===== src/sv/i2cm_pkg.sv =====
// Shared types and constants for the I2C master bit engine.
package i2cm_pkg;

	localparam int unsigned ByteW = 8;
	localparam int unsigned BitCntW = 4;
	localparam int unsigned PhaseW = 2;
	localparam logic [ByteW-1:0] AckWaitLimitRst = 8'd250;
	localparam logic [BitCntW-1:0] BitsPerByte = 4'd8;

	typedef enum logic [2:0] {
		OP_IDLE     = 3'd0,
		OP_START    = 3'd1,
		OP_STOP     = 3'd2,
		OP_WRITE    = 3'd3,
		OP_WAIT_ACK = 3'd4,
		OP_READ     = 3'd5
	} op_t;

	typedef enum logic [PhaseW-1:0] {
		PH_0 = 2'd0,
		PH_1 = 2'd1,
		PH_2 = 2'd2,
		PH_3 = 2'd3
	} phase_t;

	typedef struct packed {
		op_t                cur_op;
		phase_t             phase;
		logic [BitCntW-1:0] bit_cnt;
		logic [ByteW-1:0]   shift;
		logic [ByteW-1:0]   poll_cnt;
		logic               scl;
		logic               sda;
		logic               ack_choice;
		logic               ack_fail;
		logic [ByteW-1:0]   last_read;
	} eng_state_t;

	typedef struct packed {
		logic             scl_level;
		logic             sda_level;
		logic             busy;
		logic             done;
		logic [ByteW-1:0] read_data;
		logic             ack_missing;
	} tick_res_t;

	localparam eng_state_t EngStateRst = '{
		cur_op:     OP_IDLE,
		phase:      PH_0,
		bit_cnt:    '0,
		shift:      '0,
		poll_cnt:   '0,
		scl:        1'b1,
		sda:        1'b1,
		ack_choice: 1'b0,
		ack_fail:   1'b0,
		last_read:  '0
	};

endpackage


===== src/sv/i2cm_tick.sv =====
// Next-state and pin levels for one bus delay tick of the I2C master sequencer.
module i2cm_tick (
	input  i2cm_pkg::eng_state_t              st,
	input  logic [2:0]                        operation,
	input  logic [i2cm_pkg::ByteW-1:0]        write_data,
	input  logic                              ack_after_read,
	input  logic                              sda_sample,
	input  logic [i2cm_pkg::ByteW-1:0]        ack_wait_limit,
	output i2cm_pkg::eng_state_t              nxt_st,
	output i2cm_pkg::tick_res_t               res
);

	always_comb begin
		i2cm_pkg::eng_state_t s;
		logic done;
		logic scl_low_after;
		logic [i2cm_pkg::BitCntW-1:0] bits_inc;

		s = st;
		done = 1'b0;
		scl_low_after = 1'b0;

		// a new operation only starts from idle; otherwise the code is ignored
		if (s.cur_op == i2cm_pkg::OP_IDLE &&
				operation >= 3'(i2cm_pkg::OP_START) &&
				operation <= 3'(i2cm_pkg::OP_READ)) begin
			s.cur_op = i2cm_pkg::op_t'(operation);
			s.phase = i2cm_pkg::PH_0;
			s.bit_cnt = '0;
			s.poll_cnt = '0;
			if (s.cur_op == i2cm_pkg::OP_WRITE) begin
				s.shift = write_data;
			end
			if (s.cur_op == i2cm_pkg::OP_READ) begin
				s.shift = '0;
				s.ack_choice = ack_after_read;
			end
		end

		bits_inc = s.bit_cnt + 1'b1;

		case (s.cur_op)
			i2cm_pkg::OP_START: begin
				s.scl = 1'b1;
				if (s.phase == i2cm_pkg::PH_0) begin
					s.sda = 1'b1;
					s.phase = i2cm_pkg::PH_1;
				end else begin
					s.sda = 1'b0;
					scl_low_after = 1'b1;
					done = 1'b1;
				end
			end
			i2cm_pkg::OP_STOP: begin
				if (s.phase == i2cm_pkg::PH_0) begin
					s.scl = 1'b0;
					s.sda = 1'b0;
					s.phase = i2cm_pkg::PH_1;
				end else begin
					s.scl = 1'b1;
					s.sda = 1'b1;
					done = 1'b1;
				end
			end
			i2cm_pkg::OP_WRITE: begin
				s.sda = s.shift[i2cm_pkg::ByteW-1];
				if (s.phase == i2cm_pkg::PH_0) begin
					s.scl = 1'b0;
					s.phase = i2cm_pkg::PH_1;
				end else if (s.phase == i2cm_pkg::PH_1) begin
					s.scl = 1'b1;
					s.phase = i2cm_pkg::PH_2;
				end else begin
					s.scl = 1'b0;
					s.phase = i2cm_pkg::PH_0;
					s.shift = {s.shift[i2cm_pkg::ByteW-2:0], 1'b0};
					s.bit_cnt = bits_inc;
					if (bits_inc >= i2cm_pkg::BitsPerByte) begin
						done = 1'b1;
					end
				end
			end
			i2cm_pkg::OP_WAIT_ACK: begin
				if (s.phase == i2cm_pkg::PH_0) begin
					s.sda = 1'b1;
					s.phase = i2cm_pkg::PH_1;
				end else if (s.phase == i2cm_pkg::PH_1) begin
					s.scl = 1'b1;
					s.sda = 1'b1;
					if (!sda_sample) begin
						s.ack_fail = 1'b0;
						scl_low_after = 1'b1;
						done = 1'b1;
					end else if (s.poll_cnt >= ack_wait_limit) begin
						s.phase = i2cm_pkg::PH_2;
					end else begin
						s.poll_cnt = s.poll_cnt + 1'b1;
					end
				end else if (s.phase == i2cm_pkg::PH_2) begin
					// timeout: stop condition driven over phases PH_2 and PH_3
					s.scl = 1'b0;
					s.sda = 1'b0;
					s.phase = i2cm_pkg::PH_3;
				end else begin
					s.scl = 1'b1;
					s.sda = 1'b1;
					s.ack_fail = 1'b1;
					done = 1'b1;
				end
			end
			i2cm_pkg::OP_READ: begin
				if (s.bit_cnt < i2cm_pkg::BitsPerByte) begin
					s.sda = 1'b1;
					if (s.phase == i2cm_pkg::PH_0) begin
						s.scl = 1'b0;
						s.phase = i2cm_pkg::PH_1;
					end else begin
						s.scl = 1'b1;
						s.shift = {s.shift[i2cm_pkg::ByteW-2:0], sda_sample};
						s.phase = i2cm_pkg::PH_0;
						s.bit_cnt = bits_inc;
					end
				end else begin
					s.sda = ~s.ack_choice;
					if (s.phase == i2cm_pkg::PH_0) begin
						s.scl = 1'b0;
						s.phase = i2cm_pkg::PH_1;
					end else begin
						s.scl = 1'b1;
						s.last_read = s.shift;
						scl_low_after = 1'b1;
						done = 1'b1;
					end
				end
			end
			default: begin
				s.cur_op = i2cm_pkg::OP_IDLE;
			end
		endcase

		res.scl_level = s.scl;
		res.sda_level = s.sda;

		if (scl_low_after) begin
			s.scl = 1'b0;
		end
		if (done) begin
			s.cur_op = i2cm_pkg::OP_IDLE;
			s.phase = i2cm_pkg::PH_0;
			s.bit_cnt = '0;
			s.poll_cnt = '0;
		end

		res.busy = (s.cur_op != i2cm_pkg::OP_IDLE);
		res.done = done;
		res.read_data = s.last_read;
		res.ack_missing = s.ack_fail;
		nxt_st = s;
	end

endmodule


===== src/sv/i2c_master_bit_engine.sv =====
// I2C master bit engine: tick sequencer state, config register and result register.
//
// Usage: every input item is one bus delay tick and carries the SDA level seen
// during that tick. While no operation runs, the item's operation code may start
// start, stop, write byte, wait ack or read byte; codes given while busy, and
// unused codes, only advance the tick. Each accepted item yields exactly one
// result item with the SCL/SDA levels to drive for that tick, busy/done status,
// the last byte read and the missing-ack flag.
// The result is registered and valid in the cycle after the item is accepted.
// Throughput: one item per cycle while the result is taken; the sequencer takes at most one phase step per item.
// The single output register is overwritten as it is taken, so in_ready holds
// while the result is consumed in the same cycle; if the receiver stalls,
// in_ready drops and the pending result holds until taken.
// Config: cfg_data sets the ack wait poll limit; always ready, write it only
// while no operation is in progress.
// Reset: sequencer idle, SCL and SDA released high, limit 250, read byte 0,
// no result pending.
module i2c_master_bit_engine (
	input  logic                       clk,
	input  logic                       arst_n,
	input  logic                       in_valid,
	output logic                       in_ready,
	input  logic [2:0]                 operation,
	input  logic [i2cm_pkg::ByteW-1:0] write_data,
	input  logic                       ack_after_read,
	input  logic                       sda_sample,
	output logic                       out_valid,
	input  logic                       out_ready,
	output logic                       scl_level,
	output logic                       sda_level,
	output logic                       busy_res,
	output logic                       done_res,
	output logic [i2cm_pkg::ByteW-1:0] read_data,
	output logic                       ack_missing,
	input  logic                       cfg_valid,
	output logic                       cfg_ready,
	input  logic [i2cm_pkg::ByteW-1:0] cfg_data
);

	i2cm_pkg::eng_state_t st_q;
	i2cm_pkg::eng_state_t nxt_st;
	i2cm_pkg::tick_res_t  tick_res;
	i2cm_pkg::tick_res_t  res_q;
	logic [i2cm_pkg::ByteW-1:0] limit_q;
	logic out_valid_q;
	logic in_fire;

	assign in_ready = !out_valid_q || out_ready;
	assign in_fire = in_valid && in_ready;
	assign cfg_ready = 1'b1;

	i2cm_tick u_tick (
		.st             (st_q),
		.operation      (operation),
		.write_data     (write_data),
		.ack_after_read (ack_after_read),
		.sda_sample     (sda_sample),
		.ack_wait_limit (limit_q),
		.nxt_st         (nxt_st),
		.res            (tick_res)
	);

	always_ff @(posedge clk or negedge arst_n) begin
		if (!arst_n) begin
			st_q <= i2cm_pkg::EngStateRst;
			limit_q <= i2cm_pkg::AckWaitLimitRst;
			out_valid_q <= 1'b0;
		end else begin
			if (cfg_valid && cfg_ready) begin
				limit_q <= cfg_data;
			end
			if (in_fire) begin
				st_q <= nxt_st;
				out_valid_q <= 1'b1;
			end else if (out_ready) begin
				out_valid_q <= 1'b0;
			end
		end
	end

	always_ff @(posedge clk) begin
		if (in_fire) begin
			res_q <= tick_res;
		end
	end

	assign out_valid = out_valid_q;
	assign scl_level = res_q.scl_level;
	assign sda_level = res_q.sda_level;
	assign busy_res = res_q.busy;
	assign done_res = res_q.done;
	assign read_data = res_q.read_data;
	assign ack_missing = res_q.ack_missing;

endmodule


===== config.mk =====
export PLATFORM = sky130hd
export DESIGN_NAME = i2c_master_bit_engine
export DESIGN_NICKNAME = d
export VERILOG_FILES = /design/src/sv/i2cm_pkg.sv /design/src/sv/i2cm_tick.sv /design/src/sv/i2c_master_bit_engine.sv
export SDC_FILE = /design/constraint.sdc
export NUM_CORES = 1
export LEC_CHECK = 0
export BUFFER_PORTS_ARGS = -buffer_cell sky130_fd_sc_hd__buf_4
export CORE_UTILIZATION = 53
export DETAILED_ROUTE_END_ITERATION = 6
export MAX_ROUTING_LAYER = met4
export PLACE_DENSITY = 0.76
export SYNTH_ARGS = -nofsm -noshare
export SYNTH_HDL_FRONTEND = slang
export SYNTH_SLANG_ARGS = --single-unit

===== constraint.sdc =====
create_clock -name clk -period 2.9 [get_ports clk]
set_clock_uncertainty 0.15 [all_clocks]
set_input_delay 0.58 -clock clk [delete_from_list [all_inputs] [get_ports clk]]
set_output_delay 0.58 -clock clk [all_outputs]
set_load 0.1 [all_outputs]

# Word-level counts from Yosys, hierarchy flattened
# Index checks and enable logic that the tools add are counted.
# totals
output_inout_bits	16
word_cells	108
regBits	59
inputBits	26
# op_classes
bitwise_logic	1
reduce_logical	11
order_cmp	5
addsub	2
eq_ne	9
n_mux	62
# op_table
op	count
$mux 8	10
$mux 12	4
$mux 1	27
$mux 25	1
$mux 2	12
$pmux 12 s2	1
$mux 9	2
$pmux 2 s5	1
$eq 3x2->1 const B	3
$eq 3x3->1 const B	3
$add 8x1->8 const B	1
$ge 8x8->1	1
$pmux 2 s4	1
$reduce_or 5->1	1
$add 4x1->4 const B	1
$ge 4x4->1 const B	1
$lt 4x4->1 const B	1
$pmux 1 s4	1
$eq 3x1->1 const B	1
$ge 3x1->1 const B	1
$le 3x3->1 const B	1
$logic_and 1x1->1	3
$logic_not 3->1	1
$mux 3	1
other kinds (10)	10

# Depth between registers and ports, before layout
# Gate-level depths: netlist (run 1).
# logic_depth
depth_word	12
depth_mapped	14

# Cells and area by module
# From an unflattened synthesis (run 1), not the netlist that was laid out.
# unflattened
hier_cells	378
area_unflattened_um2	3911.3
# by_module_without_submodules
mod	instances	cells_each	area_per_inst_um2
i2c_master_bit_engine	1	115	2214.6
i2cm_tick	1	263	1696.6

# Least setup slack after synthesis (run 1)
# Ideal clock, no wire load.
# synth_path
path_type	in2reg
from	input operation[0]
to	register st_q[12] (netlist name)
t_arrival_ns	3.063
path_buffers	2
path_stages	11
slack_ns	-0.379
required_ns	2.684
path_cell_list	or3_4 nand3_1 clkbuf_1 and2_1 ha_1 a21o_1 a21o_1 nor2b_1 buf_1 nor4b_1 mux2_2
# synth_via
elab_chain_cells	11
word_cells_on_any_way	34
classes_between	2 x add/sub; 5 x order compare; 7 x eq/ne; 16 x mux; 4 x reduce/logical
# synth_rtl
element	line_no	rtl
from (decl)	i2c_master_bit_engine.sv:23	input logic [2:0] operation,
$ge 3x1->1	i2cm_tick.sv:25	operation >= 3'(i2cm_pkg::OP_START) &&
$logic_and 1x1->1	i2cm_tick.sv:24	if (s.cur_op == i2cm_pkg::OP_IDLE &&
$logic_and 1x1->1	i2cm_tick.sv:25	
$mux 25 (*)	i2cm_tick.sv:24	
$add 4x1->4 (tied with other cells)	i2cm_tick.sv:40	bits_inc = s.bit_cnt + 1'b1;
$ge 4x4->1 / $mux 8 (equally long branches)	i2cm_tick.sv:78, i2cm_tick.sv:94	
$mux 1 / $mux 8 (equally long branches)	i2cm_tick.sv:78, i2cm_tick.sv:90	
$mux 1 / $mux 8 (equally long branches)	i2cm_tick.sv:70, i2cm_tick.sv:87	
$mux 1 / $mux 9 (equally long branches)	i2cm_tick.sv:67, i2cm_tick.sv:84	
$pmux 1 s4 / $mux 8 (equally long branches)	i2cm_tick.sv:42	case (s.cur_op)
$mux 8 (*)	i2cm_tick.sv:147	if (done) begin
to (signal assigned)	i2c_master_bit_engine.sv:65	st_q <= i2cm_pkg::EngStateRst;
to (signal assigned)	i2c_master_bit_engine.sv:73	st_q <= nxt_st;
to (decl)	i2c_master_bit_engine.sv:40	i2cm_pkg::eng_state_t st_q;
# Mark *: on every way between the ends. The rest lies on a longest branch, timed or not.
# A chain may end at the register's enable or synchronous reset.

# Worst setup path in the final report (run 1)
# layout_path
from	input operation[2]
to	register st_q[15] (netlist name)
# The elaborated chain is that of the path after synthesis.

==> flow_summary_export.csv, run 1 <==
group,metric,value,unit
clocking,cts_inserted_buffers,9,
placement,post-place-cells,543,
final_layout,post_route_cells_drive_above_1_share,0.298,
outcome,status,"finished, final reports clean",
floorplan,floorplan.rows,30,
timing,timing.final.crit_period,2770,ps
clocking,path_clk_slew,70,ps
detailed_routing,vias,3364,
flow_run,drv_cap,0,
floorplan,initial_utilization,0.552,
setup_path,worst_path_largest_cell_delay,400,ps
detailed_routing,first_iter_violations,279,
synthesis,synth_top_flop_cell,"dfrtp_1",
timing,worst_margin_pin_slew,610,ps
power_and_ir_drop,pwr_density,966,nW/um2
hold_path,hp-class,"input pin to asynchronous set/reset pin",
timing,finalMaxSlewViolations,0,
power_and_ir_drop,finalPower,0.00444,W
final_layout,fin_nets,494,
placement,detailed_place_hpwl,6.74,mm
power_and_ir_drop,total_leakage_power,2.01,nW
synthesis,synth.area.top_cells,"dfrtp_1 25%, edfxtp_1 10%, dfstp_2 5.5%",
setup_path,worst_ep_required_time,2980,ps
setup_path,timing.critical_path.fanout_max,5,
grt,number_of_antenna_violations_at_the_first_check_in_global_routing,0,
floorplan,top_level_ports,42,
floorplan,placeableCoreArea,6870,um2
timing,grt_setup_unrepaired,"no",
setup_path,worstSetupEndpointType,"register",
final_layout,stdcell_count,559,
synthesis,yosys.area.top_type,"dfrtp_1",
synthesis,post_synth_instance_area,3790,um2
detailed_routing,drc_errors,0,
timing,post-route-period-util,0.956,
setup_path,start_kind,"input pin",
detailed_routing,postRouteAntennaNets,0,
setup_path,critical_path.slowest_cell,"or3_4",
timing,whs,91.3,ps
clocking,post_cts_buffers,0,
placement,port_buffers,40,
timing,timing.fmax,361,MHz
timing,setup_viol,0,
grt,grt_first_pass_wirelength,16.1,mm
synthesis,asyncSetResetFlopFracSynth,0.780,
detailed_routing,vias_per_cell,6.02,
clocking,htreeDepth,3,
setup_path,critPathBufInv,1,
setup_path,worstSetupPathType,"input pin to register",
clocking,cts_tree,"done",
grt,grt_start_max_net_pins,47,
synthesis,number_of_flops_mapped_to_enable_cells_by_yosys,13,
synthesis,synth.net_count,442,
grt,first_global_vias,3204,
timing,slew_headroom,0.594,
synthesis,yosys.area.top_type_share,0.251,
timing,report.final.hold_viol_count,0,
setup_path,worst-endpoint-arrival,2850,ps
setup_path,reg2reg_from,"st_q[34]$_DFFE_PN0P_",
detailed_routing,detail_route.first_pass.iterations,5,
clocking,cts_resized,0,
clocking,clock_insertion_delay_worst_skew,350,ps
synthesis,number_of_warnings_issued_by_yosys,0,
setup_path,r2r_cells,9,
setup_path,critical_path.reg2reg.endpoint,"st_q[15]$_DFFE_PN0P_",
grt,grt_usage,0.289,
setup_path,r2r_setup_slack,140,ps
final_layout,diodes,0,
clocking,clk_path_buf_depth,2,
power_and_ir_drop,vdd_ir_drop_max,0.395,mV
floorplan,die_x,86.6,um
detailed_routing,detail_route.wirelength,9.78,mm
synthesis,synthesis.instances,406,
synthesis,yosysUniqueCellTypes,71,
detailed_routing,routed_wire_length_per_instance,17.5,um
final_layout,area.growth.synth_to_final,21.2,%
floorplan,floorplan.die_area,7500,um2
setup_path,critical_path.cell_chain,"buf_4 -> or3_4 -> and3_4 -> nor2_4 -> ha_4 -> o21a_1 -> o21ai_1 -> a221o_1 -> nor4b_4 -> a41oi_1 -> a211o_1",
floorplan,die_h,86.6,um
clocking,cts-hold-fix-buffers,0,
grt,grt_overflow_total,0,
setup_path,timing.critical_path.max_delay_family,"simple AND/OR/NAND/NOR gates",
clocking,clock-sinks,59,
synthesis,ys_seq_area_frac,0.409,
clocking,clock_tree.root_cell,"clkbuf_8",
placement,globalplace.congestion,0.954,
synthesis,synth.avg_cell_area,9.34,um2
synthesis,postSynthRegisterBits,59,
==> how the worst max path moves through the flow <==
stage / startpoint / to / cells past startpoint
after floorplan: operation[0] / st_q[12]$_DFFE_PN0P_ / 13
after global placement: operation[0] / st_q[15]$_DFFE_PN0P_ / 11
after detailed placement: operation[0] / st_q[15]$_DFFE_PN0P_ / 11
after CTS: st_q[34]$_DFFE_PN0P_ / st_q[15]$_DFFE_PN0P_ / 9
after global routing: operation[2] / st_q[15]$_DFFE_PN0P_ / 11
final: operation[2] / st_q[15]$_DFFE_PN0P_ / 11
==> layer usage <==
metal,track usage,share of wire
met1,0.375,0.45
met2,0.457,0.47
met3,0.0438,0.057
met4,0.114,0.023
met5,-,0
==> per-stage QoR <==
step                setup slack, ps   util  cell area [um2]  setup TNS (ps)
floorplan                      -196      -             3870            -622
global placement               -181  0.632             4340            -826
detailed placement             -221  0.632             4340           -1260
CTS                             101  0.668             4590               0
global route                   4.90  0.669             4600               0
finish                          129  0.669             4600               0
==> cell type report <==
class | count | area (um2)
clock buffers | 9 | 124
clock inverters | 7 | 125
fillers | 571 | 2270
inverters | 18 | 67.6
multi-input cells | 303 | 2110
flip-flops and latches | 59 | 1550
well taps | 96 | 120
repair buffers | 67 | 503
==> power by group <==
group	internal, W	leakage [nW]	switching, W	total (W)
Combinational	0.000817	1.18	0.00141	0.00223
Sequential	0.00110	0.711	0.000173	0.00127
Clock	0.000578	0.124	0.000364	0.000942
==> layout by cell type, fill, tap and decap left out, types with 8 or more instances in the layout <==
master	Yosys	final
inv_1	18	18
dfrtp_1	38	38
nand2_1	45	45
mux2_2	18	18
a31oi_1	12	12
ha_1	10	9
nand3_1	18	17
a21oi_1	17	16
o21ai_0	42	41
dfstp_2	8	8
nor2_1	24	22
buf_4	4	67
edfxtp_1	13	13
clkbuf_8	0	9
==> logic make-up after synthesis <==
logic type                 Yosys count  share of synthesized area
DFF                                 59                      0.409
adders and majority gates           10                     0.0330
xor gates and xnor gates             5                     0.0115
other                                1                   0.000988
and+or+nand+nor                    133                      0.183
AOI/OAI and AO/OA                  133                      0.246
muxes                               21                     0.0627
buffers and inverters               44                     0.0534
==> cell usage after synthesis (2+ instances only) <==
cell type	number
and3_1	3
o211ai_1	2
clkbuf_1	12
nor3_1	5
buf_1	2
and2_1	7
nor4_1	2
o21a_1	6
a211o_1	3
o21ai_0	42
a22oi_1	5
or3_4	2
xnor2_1	4
buf_6	2
nor2b_1	3
a21o_1	7
nor4b_1	2
buf_4	4
dfstp_2	8
a2bb2oi_1	3
o21bai_1	2
a21oi_1	17
ha_1	10
a22o_1	3
edfxtp_1	13
nand4b_1	3
nor2_1	24
mux2_2	18
or2_2	2
nand3_1	18
a221oi_2	2
buf_2	6
inv_1	18
mux2i_1	2
o22ai_1	2
o31ai_1	6
nand2_1	45
a41oi_1	4
a31oi_1	12
nand2b_1	6
dfrtp_1	38
nor3b_1	2
==> worst register-to-register path, cell delays in order, from the launching register on <==
cell	delay (ps)
dfrtp_1	400
nor2_2	250
nand3_4	160
and2_1	210
ha_1	300
a21o_1	190
a21o_1	220
nor4b_4	330
a41oi_1	170
a211o_1	280
==> flip-flops by register name (all words and copies together) (netlist names) <==
signal / count
read_data: 8
out_valid: 1
busy_res: 1
done_res: 1
scl_level: 1
limit_q: 8
st_q: 37
sda_level: 1
ack_missing: 1
Power figures use the tool's default switching activity.
==> run 2, diff against run 1 <==
--- a/config.mk
+++ b/config.mk
@@ -6,10 +6,10 @@
 export NUM_CORES = 1
 export LEC_CHECK = 0
 export BUFFER_PORTS_ARGS = -buffer_cell sky130_fd_sc_hd__buf_4
-export CORE_UTILIZATION = 53
+export CORE_UTILIZATION = 55
 export DETAILED_ROUTE_END_ITERATION = 6
 export MAX_ROUTING_LAYER = met4
-export PLACE_DENSITY = 0.76
+export PLACE_DENSITY = 0.79
 export SYNTH_ARGS = -nofsm -noshare
 export SYNTH_HDL_FRONTEND = slang
 export SYNTH_SLANG_ARGS = --single-unit
==> constraint.sdc (replaced) <==
create_clock -name clk -period 2.67 [get_ports clk]
set_clock_uncertainty 0.15 [all_clocks]
set_input_delay 0.534 -clock clk [delete_from_list [all_inputs] [get_ports clk]]
set_output_delay 0.534 -clock clk [all_outputs]
set_load 0.1 [all_outputs]
==> run 2 against run 1 <==
  * The run now ends with setup timing left
  * Register-to-register slack worse by 130 ps
  * Flip-flop and latch count unchanged
  * Highest routed layer unchanged
  * Largest cell class unchanged
  * Cell count down 2.3%
  * Sequential share of layout area down 0.14 points
  * Worst hold slack worse by 40 ps
  * Critical path depth unchanged
  * Wire length down 3.4%
  * Clock-buffer cell count unchanged
==> flow_summary_export.csv, run 2 (synthesis results as in run 1) <==
group,metric,value,unit
outcome,status,"complete, but fails checks",
outcome,violations_in_the_final_reports,"setup timing",
floorplan,floorplan.die_area,7230,um2
floorplan,floorplan.rows,29,
placement,pre_cts_slack,-393,ps
timing,setup_viol,1,
setup_path,worst_ep_required_time,2750,ps
floorplan,initial_utilization,0.584,
setup_path,reg2reg_from,"st_q[36]$_DFFE_PN0P_",
clocking,clock_tree.root_cell,"clkbuf_8",
placement,port_buffers,40,
power_and_ir_drop,power_frac_comb,0.536,
hold_path,hp-class,"input pin to asynchronous set/reset pin",
floorplan,top_level_ports,42,
setup_path,r2r_setup_slack,10,ps
timing,worst_margin_pin_slew,620,ps
setup_path,start_kind,"input pin",
grt,grt_start_max_net_pins,47,
timing,finalMaxSlewViolations,0,
timing,timing.final.crit_period,2690,ps
clocking,path_clk_slew,70,ps
setup_path,timing.critical_path.fanout_max,4,
timing,post-route-worst-setup-slack,-16.4,ps
timing,report.final.hold_viol_count,0,
setup_path,start_point_of_the_critical_path,"operation[0]",
power_and_ir_drop,total_leakage_power,2.03,nW
detailed_routing,drc_errors,0,
power_and_ir_drop,p_sw,0.00213,W
setup_path,critical_path.slowest_cell,"or3_4",
timing,grt_setup_unrepaired,"yes",
setup_path,critical_path.cell_chain,"buf_6 -> or3_4 -> and3_4 -> nor2_4 -> ha_4 -> o21a_1 -> o21ai_1 -> a221o_1 -> nor4b_4 -> a41oi_2 -> a211o_1",
detailed_routing,vias_per_cell,6.15,
placement,detailed_place_hpwl,6.56,mm
detailed_routing,vias,3360,
timing,post-route-period-util,1.01,
detailed_routing,detail_route.first_pass.iterations,5,
setup_path,timing.critical_path.max_delay_family,"simple AND/OR/NAND/NOR gates",
placement,post-place-cells,530,
final_layout,final_cell_mix,"69 x buf_4, 44 x nand2_1, 40 x o21ai_0",
power_and_ir_drop,pwr_density,1020,nW/um2
final_layout,largest_register_ff_count,37,
final_layout,post_route_cells_drive_above_1_share,0.318,
clocking,htreeDepth,3,
floorplan,placeableCoreArea,6490,um2
timing,fin_setup_tns,-16.4,ps
placement,globalplace.congestion,0.942,
power_and_ir_drop,switching_share,0.452,
timing,timing.fmax,372,MHz
setup_path,worst_path_largest_cell_delay,420,ps
power_and_ir_drop,vdd_ir_drop_max,0.575,mV
timing,slew_headroom,0.587,
setup_path,worst-endpoint-arrival,2760,ps
grt,first_global_vias,3109,
clocking,clock-sinks,59,
detailed_routing,detail_route.wirelength,9.44,mm
flow_run,drv_cap,0,
final_layout,max_flop_register,"st_q",
final_layout,layout.cell_area.non_filler,4620,um2
power_and_ir_drop,finalPower,0.00470,W
clocking,cts_inserted_buffers,9,
final_layout,leading_cell_type_in_the_layout_fill_and_taps_excluded,"buf_4",
final_layout,stdcell_count,546,
power_and_ir_drop,power_report.internal_total,0.00258,W
setup_path,r2r_cells,13,
setup_path,worstSetupPathType,"input pin to register",
detailed_routing,routed_wire_length_per_instance,17.3,um
grt,grt_overflow_total,0,
clocking,post_cts_buffers,0,
floorplan,die_x,85.1,um
placement,post_dp_cell_area,4380,um2
final_layout,area.growth.synth_to_final,21.7,%
clocking,cts_tree,"done",
detailed_routing,postRouteAntennaNets,0,
final_layout,fin_nets,500,
clocking,clk_path_buf_depth,2,
clocking,clock_insertion_delay_worst_skew,350,ps
power_and_ir_drop,clockPowerShare,0.173,
final_layout,fillCellCount,512,
setup_path,critPathBufInv,1,
floorplan,die_h,85.1,um
setup_path,path_depth,11,
final_layout,diodes,0,
setup_path,worstSetupEndpointType,"register",
power_and_ir_drop,p_seq_frac,0.291,
grt,number_of_antenna_violations_at_the_first_check_in_global_routing,0,
grt,grt_first_pass_wirelength,15.5,mm
grt,grt_usage,0.283,
detailed_routing,first_iter_violations,214,
[run 2: changes by cell type in the layout (fill, tap and decap cells not counted), sizes merged]
cell,before,now
clkinvlp,0,2
bufinv,3,1
buf,67,73
clkinv,3,4
inv,19,18
[run 2: timing repair]
action | 4_1_cts | 5_1_grt
setup endpoints to repair | 2 | 10
gates resized for setup | 3 | 8
pin swaps | 2 | 7
endpoints found under the hold margin | 0 | 0
hold buffers | 0 | 0
[run 2: final cells by class]
type                       instances  area, um2  share of cell area
multi-input combinational        303       2140               0.463
sequential                        59       1550               0.336
inverter                          18       67.6              0.0146
timing repair buffer              73        572               0.124
clock inverter                     7       68.8              0.0149
clock buffer                       9        124              0.0268
tap                               77       96.3              0.0209
[run 2: final timing paths]
kind,to
min in group clk,out_valid$_DFFE_PN0P_
worst min-delay path,limit_q[0]$_DFFE_PN0P_
worst max register to register,st_q[14]$_DFFE_PN0P_
max in group asynchronous,st_q[27]$_DFFE_PN0P_
worst min register to register,st_q[6]$_DFFE_PN0P_
worst max-delay path,st_q[15]$_DFFE_PN0P_
[run 2: power groups by stage]
stage | Sequential (W) | Clock [W] | Combinational [W]
detailed placement | 0.00137 | 0 | 0.00244
global route | 0.00139 | 0.000859 | 0.00271
global placement | 0.00136 | 0 | 0.00239
finish | 0.00137 | 0.000815 | 0.00252
CTS | 0.00136 | 0.000818 | 0.00246
floorplan | 0.00161 | 0 | 0.00159
[run 2: stage by stage]
step                       util  hold slack, ps
after floorplan               -            88.4
after global placement    0.674             306
after detailed placement  0.674             314
after CTS                 0.707            71.3
after global routing      0.711             103
final                     0.711            51.6
[run 2: layer usage]
layer / global-route usage / share of wire / wire (um) / vias to the layer above
li1: - / - / - / 1618
met1: 0.408 / 0.47 / 4450 / 1591
met2: 0.407 / 0.45 / 4210 / 126
met3: 0.0389 / 0.059 / 561 / 25
met4: 0.108 / 0.023 / 216 / 0
met5: - / 0 / 0 / -
[run 2: worst reg2reg max path: cells and delay by family, from the launching register on]
family                     cells  cell delay, ps
AOI/OAI and AO/OA              6            1070
adders and majority gates      1             270
buffers and inverters          3             330
DFF                            1             400
and+or+nand+nor                3             350
